`src/tesp_pkg.sv`:
```
// Shared types, widths and constants for the two-axis encoder position stop block.
package tesp_pkg;

  localparam int POS_BITS  = 16;
  localparam int FRAC_BITS = 8;
  localparam int DEST_W    = 24;
  localparam int SPM_W     = 10;
  localparam int LIMIT_W   = 15;
  localparam int CFG_IDX_W = 2;
  localparam int CFG_DATA_W = 15;

  // dest (signed) times steps/mm (unsigned, one extra sign bit)
  localparam int PROD_W  = DEST_W + SPM_W + 1;
  localparam int SHPOS_W = POS_BITS + FRAC_BITS;
  localparam int SUM_W   = ((PROD_W > SHPOS_W) ? PROD_W : SHPOS_W) + 2;
  localparam int STEP_W  = SUM_W - FRAC_BITS;

  localparam logic [SPM_W-1:0]   SPM_RESET   = SPM_W'(80);
  localparam logic [LIMIT_W-1:0] LIMIT_RESET = LIMIT_W'(32767);

  typedef enum logic [1:0] {
    REQ_MOVE = 2'd0,
    REQ_TICK = 2'd1,
    REQ_STOP = 2'd2
  } req_e;

  typedef enum logic [CFG_IDX_W-1:0] {
    CFG_ABS_MODE = 2'd0,
    CFG_X_SPM    = 2'd1,
    CFG_Y_SPM    = 2'd2,
    CFG_X_LIMIT  = 2'd3
  } cfg_e;

  typedef enum logic [1:0] {
    DRV_BRAKE = 2'd0,
    DRV_FWD   = 2'd1,
    DRV_BACK  = 2'd2
  } drive_e;

  typedef enum logic [1:0] {
    ARM_NONE = 2'd0,
    ARM_A    = 2'd1,
    ARM_B    = 2'd2
  } arm_e;

  // One update for one axis, valid only in the cycle the item is applied.
  typedef struct packed {
    logic                       move;
    logic                       goal_wr;
    logic signed [POS_BITS-1:0] goal;
    logic                       tick;
    logic                       chan;
    logic                       stop;
  } axis_cmd_t;

  typedef struct packed {
    logic signed [POS_BITS-1:0] pos;
    drive_e                     drive;
    logic                       busy;
  } axis_stat_t;

endpackage

```
`src/tesp_conv.sv`:
```
// Millimetre-to-step conversion: adds the position offset in relative mode and truncates toward zero.
module tesp_conv (
  input  logic signed [tesp_pkg::PROD_W-1:0]   prod_i,
  input  logic signed [tesp_pkg::POS_BITS-1:0] pos_i,
  input  logic                                 absolute_i,
  output logic signed [tesp_pkg::STEP_W-1:0]   steps_o
);

  logic signed [tesp_pkg::SUM_W-1:0] offset;
  logic signed [tesp_pkg::SUM_W-1:0] sum;
  logic signed [tesp_pkg::SUM_W-1:0] biased;
  logic [tesp_pkg::SUM_W-1:0]        bias;

  always_comb begin
    offset = absolute_i ? '0
                        : (tesp_pkg::SUM_W'(pos_i) <<< tesp_pkg::FRAC_BITS);
    sum    = tesp_pkg::SUM_W'(prod_i) + offset;
    // negative values round toward zero: add 2^F - 1 before the shift
    bias   = sum[tesp_pkg::SUM_W-1]
           ? ((tesp_pkg::SUM_W'(1) << tesp_pkg::FRAC_BITS) - tesp_pkg::SUM_W'(1))
           : '0;
    biased = sum + $signed(bias);
    steps_o = biased[tesp_pkg::SUM_W-1:tesp_pkg::FRAC_BITS];
  end

endmodule

```
`src/tesp_axis.sv`:
```
// One axis: position counter, goal, armed channel, moving flag and bridge state.
module tesp_axis (
  input  logic                  clk_i,
  input  logic                  rst_ni,
  input  tesp_pkg::axis_cmd_t   cmd_i,
  output tesp_pkg::axis_stat_t  stat_o
);

  logic signed [tesp_pkg::POS_BITS-1:0] pos_q, pos_d;
  logic signed [tesp_pkg::POS_BITS-1:0] goal_q, goal_d;
  logic                                 busy_q, busy_d;
  tesp_pkg::arm_e                       arm_q, arm_d;
  tesp_pkg::drive_e                     drive_q, drive_d;

  logic signed [tesp_pkg::POS_BITS-1:0] goal_eff;
  logic                                 counted;

  always_comb begin
    pos_d   = pos_q;
    goal_d  = goal_q;
    busy_d  = busy_q;
    arm_d   = arm_q;
    drive_d = drive_q;
    counted = 1'b0;
    goal_eff = cmd_i.goal_wr ? cmd_i.goal : goal_q;

    if (cmd_i.move) begin
      goal_d = goal_eff;
      if (goal_eff > pos_q) begin
        busy_d  = 1'b1;
        arm_d   = tesp_pkg::ARM_A;
        drive_d = tesp_pkg::DRV_FWD;
      end else if (goal_eff < pos_q) begin
        busy_d  = 1'b1;
        arm_d   = tesp_pkg::ARM_B;
        drive_d = tesp_pkg::DRV_BACK;
      end
    end

    if (cmd_i.tick) begin
      if (arm_q == tesp_pkg::ARM_A && !cmd_i.chan) begin
        pos_d   = pos_q + tesp_pkg::POS_BITS'(1);
        counted = 1'b1;
      end else if (arm_q == tesp_pkg::ARM_B && cmd_i.chan) begin
        pos_d   = pos_q - tesp_pkg::POS_BITS'(1);
        counted = 1'b1;
      end
      if (counted && pos_d == goal_q) begin
        drive_d = tesp_pkg::DRV_BRAKE;
        busy_d  = 1'b0;
      end
    end

    if (cmd_i.stop) begin
      arm_d   = tesp_pkg::ARM_NONE;
      busy_d  = 1'b0;
      drive_d = tesp_pkg::DRV_BRAKE;
    end
  end

  always_ff @(posedge clk_i or negedge rst_ni) begin
    if (!rst_ni) begin
      pos_q   <= '0;
      goal_q  <= '0;
      busy_q  <= 1'b0;
      arm_q   <= tesp_pkg::ARM_NONE;
      drive_q <= tesp_pkg::DRV_BRAKE;
    end else begin
      pos_q   <= pos_d;
      goal_q  <= goal_d;
      busy_q  <= busy_d;
      arm_q   <= arm_d;
      drive_q <= drive_d;
    end
  end

  assign stat_o.pos   = pos_q;
  assign stat_o.drive = drive_q;
  assign stat_o.busy  = busy_q;

endmodule

```
`src/two_axis_encoder_position_stop.sv`:
```
// Top level: input register with the step products, axis update, result handshake.
//
//  channel | direction | handshake                  | payload
//  --------+-----------+----------------------------+--------------------------------------
//  in      | into      | in_valid_i / in_ready_o    | req_type, axis, channel, use_x/y, dest
//  out     | out of    | out_valid_o / out_ready_i  | drives, busy flags, positions
//  cfg     | into      | cfg_valid_i / cfg_ready_o  | cfg_index_i, cfg_data_i
//
// An item is first taken into the input register together with the
// dest * steps_per_mm products; the axis update then adds the position offset,
// checks the X range or saturates Y, and updates the axis state. The axis state
// registers are the result; one item per cycle is sustained while results are taken.
// A stalled result holds the axis state; one more item waits in the input
// register. Reset brakes both axes, clears positions, goals and arming, and
// loads the register defaults (relative mode, 80 steps/mm, limit 32767).
module two_axis_encoder_position_stop (
  input  logic                                 clk_i,
  input  logic                                 rst_ni,

  input  logic                                 in_valid_i,
  output logic                                 in_ready_o,
  input  logic [1:0]                           req_type_i,
  input  logic                                 axis_i,
  input  logic                                 channel_i,
  input  logic                                 use_x_i,
  input  logic                                 use_y_i,
  input  logic signed [tesp_pkg::DEST_W-1:0]   dest_x_mm_i,
  input  logic signed [tesp_pkg::DEST_W-1:0]   dest_y_mm_i,

  output logic                                 out_valid_o,
  input  logic                                 out_ready_i,
  output logic [1:0]                           x_drive_o,
  output logic [1:0]                           y_drive_o,
  output logic                                 x_busy_o,
  output logic                                 y_busy_o,
  output logic                                 any_busy_o,
  output logic signed [tesp_pkg::POS_BITS-1:0] x_position_o,
  output logic signed [tesp_pkg::POS_BITS-1:0] y_position_o,

  input  logic                                 cfg_valid_i,
  output logic                                 cfg_ready_o,
  input  logic [tesp_pkg::CFG_IDX_W-1:0]       cfg_index_i,
  input  logic [tesp_pkg::CFG_DATA_W-1:0]      cfg_data_i
);

  localparam int SW = tesp_pkg::STEP_W;
  localparam logic signed [SW-1:0] POS_MAX_W = SW'((2 ** (tesp_pkg::POS_BITS - 1)) - 1);
  localparam logic signed [SW-1:0] POS_MIN_W = -POS_MAX_W - SW'(1);

  // configuration registers
  logic                                abs_q;
  logic [tesp_pkg::SPM_W-1:0]          x_spm_q, y_spm_q;
  logic [tesp_pkg::LIMIT_W-1:0]        x_limit_q;

  // input register
  logic                                s1_valid_q;
  logic [1:0]                          s1_req_q;
  logic                                s1_axis_q, s1_ch_q, s1_use_x_q, s1_use_y_q;
  logic signed [tesp_pkg::PROD_W-1:0]  s1_prod_x_q, s1_prod_y_q;
  logic signed [tesp_pkg::PROD_W-1:0]  prod_x_d, prod_y_d;

  logic                                out_valid_q;
  logic                                s1_adv, in_acc;

  logic signed [SW-1:0]                steps_x, steps_y;
  logic                                x_ok;
  logic signed [tesp_pkg::POS_BITS-1:0] y_goal;

  tesp_pkg::axis_cmd_t                 x_cmd, y_cmd;
  tesp_pkg::axis_stat_t                x_stat, y_stat;

  assign cfg_ready_o = 1'b1;

  always_ff @(posedge clk_i or negedge rst_ni) begin
    if (!rst_ni) begin
      abs_q     <= 1'b0;
      x_spm_q   <= tesp_pkg::SPM_RESET;
      y_spm_q   <= tesp_pkg::SPM_RESET;
      x_limit_q <= tesp_pkg::LIMIT_RESET;
    end else if (cfg_valid_i) begin
      case (cfg_index_i)
        tesp_pkg::CFG_ABS_MODE: abs_q     <= cfg_data_i[0];
        tesp_pkg::CFG_X_SPM:    x_spm_q   <= cfg_data_i[tesp_pkg::SPM_W-1:0];
        tesp_pkg::CFG_Y_SPM:    y_spm_q   <= cfg_data_i[tesp_pkg::SPM_W-1:0];
        tesp_pkg::CFG_X_LIMIT:  x_limit_q <= cfg_data_i[tesp_pkg::LIMIT_W-1:0];
        default: ;
      endcase
    end
  end

  // handshake: the axis state is the result register
  assign s1_adv     = s1_valid_q && (!out_valid_q || out_ready_i);
  assign in_ready_o = !s1_valid_q || s1_adv;
  assign in_acc     = in_valid_i && in_ready_o;

  // multiply at input; user must keep config stable while items are in flight (not enforced)
  assign prod_x_d = dest_x_mm_i * $signed({1'b0, x_spm_q});
  assign prod_y_d = dest_y_mm_i * $signed({1'b0, y_spm_q});

  always_ff @(posedge clk_i or negedge rst_ni) begin
    if (!rst_ni) begin
      s1_valid_q  <= 1'b0;
      out_valid_q <= 1'b0;
    end else begin
      if (in_acc) begin
        s1_valid_q <= 1'b1;
      end else if (s1_adv) begin
        s1_valid_q <= 1'b0;
      end
      if (s1_adv) begin
        out_valid_q <= 1'b1;
      end else if (out_ready_i) begin
        out_valid_q <= 1'b0;
      end
    end
  end

  always_ff @(posedge clk_i) begin
    if (in_acc) begin
      s1_req_q    <= req_type_i;
      s1_axis_q   <= axis_i;
      s1_ch_q     <= channel_i;
      s1_use_x_q  <= use_x_i;
      s1_use_y_q  <= use_y_i;
      s1_prod_x_q <= prod_x_d;
      s1_prod_y_q <= prod_y_d;
    end
  end

  tesp_conv u_conv_x (
    .prod_i     (s1_prod_x_q),
    .pos_i      (x_stat.pos),
    .absolute_i (abs_q),
    .steps_o    (steps_x)
  );

  tesp_conv u_conv_y (
    .prod_i     (s1_prod_y_q),
    .pos_i      (y_stat.pos),
    .absolute_i (abs_q),
    .steps_o    (steps_y)
  );

  // X target outside the travel range leaves the old goal in place
  assign x_ok = (steps_x >= 0) && (steps_x < $signed(SW'(x_limit_q)))
             && (steps_x <= POS_MAX_W);

  // Y target clamps to the position range
  always_comb begin
    if (steps_y > POS_MAX_W) begin
      y_goal = POS_MAX_W[tesp_pkg::POS_BITS-1:0];
    end else if (steps_y < POS_MIN_W) begin
      y_goal = POS_MIN_W[tesp_pkg::POS_BITS-1:0];
    end else begin
      y_goal = steps_y[tesp_pkg::POS_BITS-1:0];
    end
  end

  always_comb begin
    x_cmd = '0;
    y_cmd = '0;
    x_cmd.goal = steps_x[tesp_pkg::POS_BITS-1:0];
    y_cmd.goal = y_goal;
    x_cmd.chan = s1_ch_q;
    y_cmd.chan = s1_ch_q;
    if (s1_adv) begin
      case (s1_req_q)
        tesp_pkg::REQ_MOVE: begin
          x_cmd.move    = s1_use_x_q;
          x_cmd.goal_wr = s1_use_x_q && x_ok;
          y_cmd.move    = s1_use_y_q;
          y_cmd.goal_wr = s1_use_y_q;
        end
        tesp_pkg::REQ_TICK: begin
          x_cmd.tick = !s1_axis_q;
          y_cmd.tick = s1_axis_q;
        end
        tesp_pkg::REQ_STOP: begin
          x_cmd.stop = !s1_axis_q;
          y_cmd.stop = s1_axis_q;
        end
        default: ;  // unused code: report state unchanged
      endcase
    end
  end

  tesp_axis u_axis_x (
    .clk_i  (clk_i),
    .rst_ni (rst_ni),
    .cmd_i  (x_cmd),
    .stat_o (x_stat)
  );

  tesp_axis u_axis_y (
    .clk_i  (clk_i),
    .rst_ni (rst_ni),
    .cmd_i  (y_cmd),
    .stat_o (y_stat)
  );

  assign out_valid_o  = out_valid_q;
  assign x_drive_o    = x_stat.drive;
  assign y_drive_o    = y_stat.drive;
  assign x_busy_o     = x_stat.busy;
  assign y_busy_o     = y_stat.busy;
  assign any_busy_o   = x_stat.busy || y_stat.busy;
  assign x_position_o = x_stat.pos;
  assign y_position_o = y_stat.pos;

endmodule

```
`config.mk`:
```
export PLATFORM = sky130hd
export DESIGN_NAME = two_axis_encoder_position_stop
export DESIGN_NICKNAME = d
export VERILOG_FILES = /design/src/tesp_pkg.sv /design/src/tesp_conv.sv /design/src/tesp_axis.sv /design/src/two_axis_encoder_position_stop.sv
export SDC_FILE = /design/constraint.sdc
export NUM_CORES = 2
export LEC_CHECK = 0
export BUFFER_PORTS_ARGS = -buffer_cell sky130_fd_sc_hd__buf_2
export CELL_PAD_IN_SITES_DETAIL_PLACEMENT = 1
export CELL_PAD_IN_SITES_GLOBAL_PLACEMENT = 2
export CORE_MARGIN = 2
export CORE_UTILIZATION = 30
export CTS_CLUSTER_SIZE = 28
export DETAILED_ROUTE_END_ITERATION = 8
export PLACE_DENSITY_LB_ADDON = 0.25
export SETUP_SLACK_MARGIN = 0.02
export SYNTH_ARGS = -nofsm -noshare
export SYNTH_HDL_FRONTEND = slang
export SYNTH_SLANG_ARGS = --single-unit
```
`constraint.sdc`:
```
create_clock -name clk_i -period 27.8 [get_ports clk_i]
set_input_delay 6.95 -clock clk_i [delete_from_list [all_inputs] [get_ports clk_i]]
set_output_delay 6.95 -clock clk_i [all_outputs]
set_load 0.1 [all_outputs]
```
# == Word-level counts from Yosys, hierarchy flattened ==
# Cells that the tools add are included.
# classes
addsub,8
n_reduce_logical,32
n_eq_ne,11
muxes,68
magnitude_cmp,9
multipliers,2
# ops
op,n
two-way mux 16 bit,10
adder 35 x 37 -> 37 bit,2
adder 37 x 9 -> 37 bit,2
two-way mux 37 bit,2
multiplier 24 x 11 -> 35 bit,2
two-way mux 2 bit,24
"adder 16 x 2 -> 16 bit, second input constant",2
equality test 16 bit,2
greater-than comparator 16 bit,2
less-than comparator 16 bit,2
"subtractor 16 x 2 -> 16 bit, second input constant",2
two-way mux 1 bit,30
">= comparator 29 x 1 -> 1 bit, second input constant",1
"greater-than comparator 29 x 16 -> 1 bit, second input constant",1
"<= comparator 29 x 16 -> 1 bit, second input constant",1
less-than comparator 29 x 16 -> 1 bit,1
"less-than comparator 29 x 16 -> 1 bit, second input constant",1
two-way mux 8 bit,2
AND reduction 2 bit,6
logical AND 1 bit,11
"equality test 2 bit, second input constant",5
"equality test 2 x 1 -> 1 bit, second input constant",4
nonzero test 2 bit,4
nonzero test 3 bit,2
other kinds (3),9
# totals
in_bits,76
regBits,188
wordCells,153

# == Logic depth before layout (Yosys ltp) ==
# depth
ltp_word,18
ltp_mapped,52
depth_no_buf,49

# == Hierarchy ==
# Synthesis repeated with hierarchy kept, for this count alone.
# unflattened
cells_unflattened,3735
hier_area_um2,33024.2
# by_module_without_submodules
module,area_each_um2,cells_per_inst,n_inst
two_axis_encoder_position_stop,22116.2,2369,1
tesp_axis,2845.2,308,2
tesp_conv,2608.8,375,2

# == Worst setup path after synthesis ==
# OpenSTA, ideal clock, no wires.
# synth_path
path_kind,input to output
from,input port out_ready_i
to,output port in_ready_o
n_path_buf,0
path_slack_ps,13078
required_time_ps,20850
stages,1
t_arrival_ps,7772
cell_sequence,nand3b_1
# synth_between
elab_chain_cells,3
# synth_rtl
item,line,rtl
start: declaration,two_axis_encoder_position_stop.sv:31,"input logic out_ready_i,"
logical OR 1 bit,two_axis_encoder_position_stop.sv:92,assign s1_adv = s1_valid_q && (!out_valid_q || out_ready_i);
logical AND 1 bit,two_axis_encoder_position_stop.sv:92,
logical OR 1 bit,two_axis_encoder_position_stop.sv:93,assign in_ready_o = !s1_valid_q || s1_adv;
end: declaration,two_axis_encoder_position_stop.sv:21,"output logic in_ready_o,"
# No other way between the ends.

# == Worst setup path after layout ==
# Same ends and word-level chain as after synthesis.

==> flow_summary.json <==
{
  "synth_cell_types": 99,
  "hold_depth": 1,
  "rsz0062_at_grt": "false",
  "start_util": 0.303,
  "grt_use_total": 0.169,
  "skew_ns": 0.0326,
  "hp-start": "s1_valid_q$_DFFE_PN0P_",
  "syn_nets": 4226,
  "path_cells": "buf_2, nand3b_1, buf_2",
  "setup_viol_count_final": 0,
  "fmax_mhz": 68.7,
  "timing.rr.start": "u_axis_x.pos_q[0]$_DFFE_PN0P_",
  "synth_area_sq_um": 31400,
  "crit_type": "in -> out",
  "reg2reg_depth": 51,
  "use_met2": 0.246,
  "synth_cells": 3470,
  "first_pass_iters": 5,
  "io_pins": 118,
  "vias": 23493,
  "grt-ovfl-total": 0,
  "met3_usage": 0.0248,
  "r2r-end": "u_axis_x.drive_q[1]$_DFF_PN0_",
  "grt_busiest_layer": "met1",
  "synth_edf_count": 76,
  "hold_violations": 0,
  "reg2reg_slack_ns": 17.18,
  "whs_endpoint": "out_valid_o$_DFFE_PN0P_",
  "end_kind": "primary output",
  "yosys_warnings": 0,
  "cts-resized-gates": 0,
  "fin_nets": 4223,
  "cts_setup_buffers": 0,
  "timing.final.ws_setup_ns": 13.24,
  "cts_buffers": 17,
  "critPathRequiredTime_ns": 20.85,
  "synth_simple_gate_area_share": 0.182,
  "wl_per_cell_um": 18.3,
  "cp-start-kind": "input port",
  "post-route-util": 0.326,
  "slew_viol_final": 0,
  "cp_slowest_cell": "buf_2",
  "yosys_most_used_dff": "dfrtp_1",
  "period_minus_slack_ns": 14.56,
  "hold_ws_ns": 0.498,
  "grt_use_met1": 0.265,
  "synth.avg_cell_area_sq_um": 9.05,
  "crit_fanout": 3,
  "synthAdderAreaFrac": 0.371,
  "htreeDepth": 4,
  "cts.sinks": 188,
  "fp.dieW_um": 328,
  "drt_iter0_drc": 978,
  "coreArea_sq_um": 104000,
  "maxSlewHeadroom": 0.240,
  "maxCapViolations": 0,
  "ant_nets": 0,
  "synthArstFlopShare": 0.596,
  "synth_top_family_by_area": "adder cells",
  "drive_gt1_frac": 0.0805,
  "synth-seq-cells": 188,
  "cts_tree": "built",
  "dieHeight_um": 328,
  "rows": 118,
  "port_buffers": 116,
  "hold_path.class": "reg -> reg",
  "tightestPinTransition_ns": 1.14,
  "grt_pass1_vias": 25127,
  "crit_arrival_ns": 7.61,
  "tns_ns": 0,
  "clock_latency_ns": 0.52,
  "syn_to_final_growth_pct": 7.70,
  "drc": 0,
  "pre_cts_ws_ns": 13.24,
  "vias_per_cell": 4.83,
  "wl_um": 89000,
  "synthMuxAreaShare": 0.0291,
  "layout_commonest_cell": "inv_1",
  "synth_compound_area_frac": 0.115,
  "clk_pin_slew_ns": 0.08,
  "grt_max_degree": 77,
  "antenna_found_initial": 7,
  "layout_common_cells": "inv_1, fa_1, nand2_1, and2_1, ha_1",
  "ys_seq_area_frac": 0.163,
  "finalCritPeriodShare": 0.524,
  "hold_buffers": 0,
  "clockBufferDepth": 2,
  "max_stage_delay_ns": 0.44,
  "dieArea_sq_um": 107000,
  "root_buffer": "clkbuf_16",
  "hpwl_um": 73600,
  "status": "complete, no violations",
  "crit_top_cell": "buf_2",
  "gp_congestion": 0.796,
  "synth-xor-area-share": 0.0609,
  "grt_pass1_wl_um": 145000
}
[sequential cells by signal, indices dropped and copies added, names as in the netlist, 2 cells and up]
name,cells
x_limit_q,15
s1_prod_x_q,35
u_axis_y.drive_q,2
s1_req_q,2
y_spm_q,10
u_axis_x.pos_q,16
s1_prod_y_q,35
u_axis_x.arm_q,2
u_axis_y.goal_q,16
x_spm_q,10
u_axis_y.arm_q,2
u_axis_x.goal_q,16
u_axis_y.pos_q,16
u_axis_x.drive_q,2
[routing by layer]
layer,part of all wire,vias to the layer above,wire (um)
met5,0.00043,-,38
met4,0.011,6,989
met3,0.031,53,2730
met2,0.41,236,36100
met1,0.55,11798,49100
li1,-,11400,-
[critical path: cells and delay by family]
family | cells | cell delay (ns)
buffers and inverters | 2 | 0.52
AND/OR/NAND/NOR | 1 | 0.13
[synth_stat cells (21+ instances only)]
library cell	instances	area, sq um
a21o_1	52	390
a21oi_1	132	661
a31oi_1	25	156
and2_1	292	1830
buf_1	21	78.8
clkbuf_1	121	454
dfrtp_1	93	2330
edfxtp_1	76	2280
fa_1	420	8410
ha_1	260	3250
inv_1	493	1850
mux2_2	39	439
mux2_4	27	405
nand2_1	338	1270
nand2b_1	43	269
nand3_1	48	240
nand4_1	42	263
nor2_1	169	634
nor2b_1	24	150
nor3_1	47	235
nor4_1	22	138
o21a_1	29	218
o21ai_0	123	616
o22ai_1	32	200
xnor2_1	165	1450
xor2_1	51	447
[kinds of logic after synthesis]
logic type | Yosys count
and+or+nand+nor | 1109
adders and majority gates | 680
buffers and inverters | 647
AOI/OAI and AO/OA | 555
xor gates and xnor gates | 217
DFF | 188
muxes | 73
other | 1
[how the worst max path moves through the flow]
stage	from	to	cells past startpoint
final	out_ready_i	in_ready_o	3
after global routing	out_ready_i	in_ready_o	3
after CTS	out_ready_i	in_ready_o	3
after detailed placement	out_ready_i	in_ready_o	3
after global placement	out_ready_i	in_ready_o	3
after floorplan	out_ready_i	in_ready_o	1
[final cells by class]
class / count / area [sq um]
diodes: 3 / 7.51
clock buffers: 17 / 425
clock inverters: 15 / 171
fillers: 12106 / 69800
inverters: 493 / 1850
multi-input cells: 2635 / 23800
flip-flops and latches: 188 / 5110
well taps: 1380 / 1730
repair buffers: 132 / 707
[stage by stage]
step / instances / cell area, sq um
2_1_floorplan: 3470 / 31400
3_3_place_gp: 4828 / 33200
3_5_place_dp: 4828 / 33200
4_1_cts: 4860 / 33800
5_1_grt: 4860 / 33800
6_report: 4863 / 33800
Power is left out: the tool's default activity adds up to more than one toggle a clock period on the data nets, which glitch-free logic cannot reach.
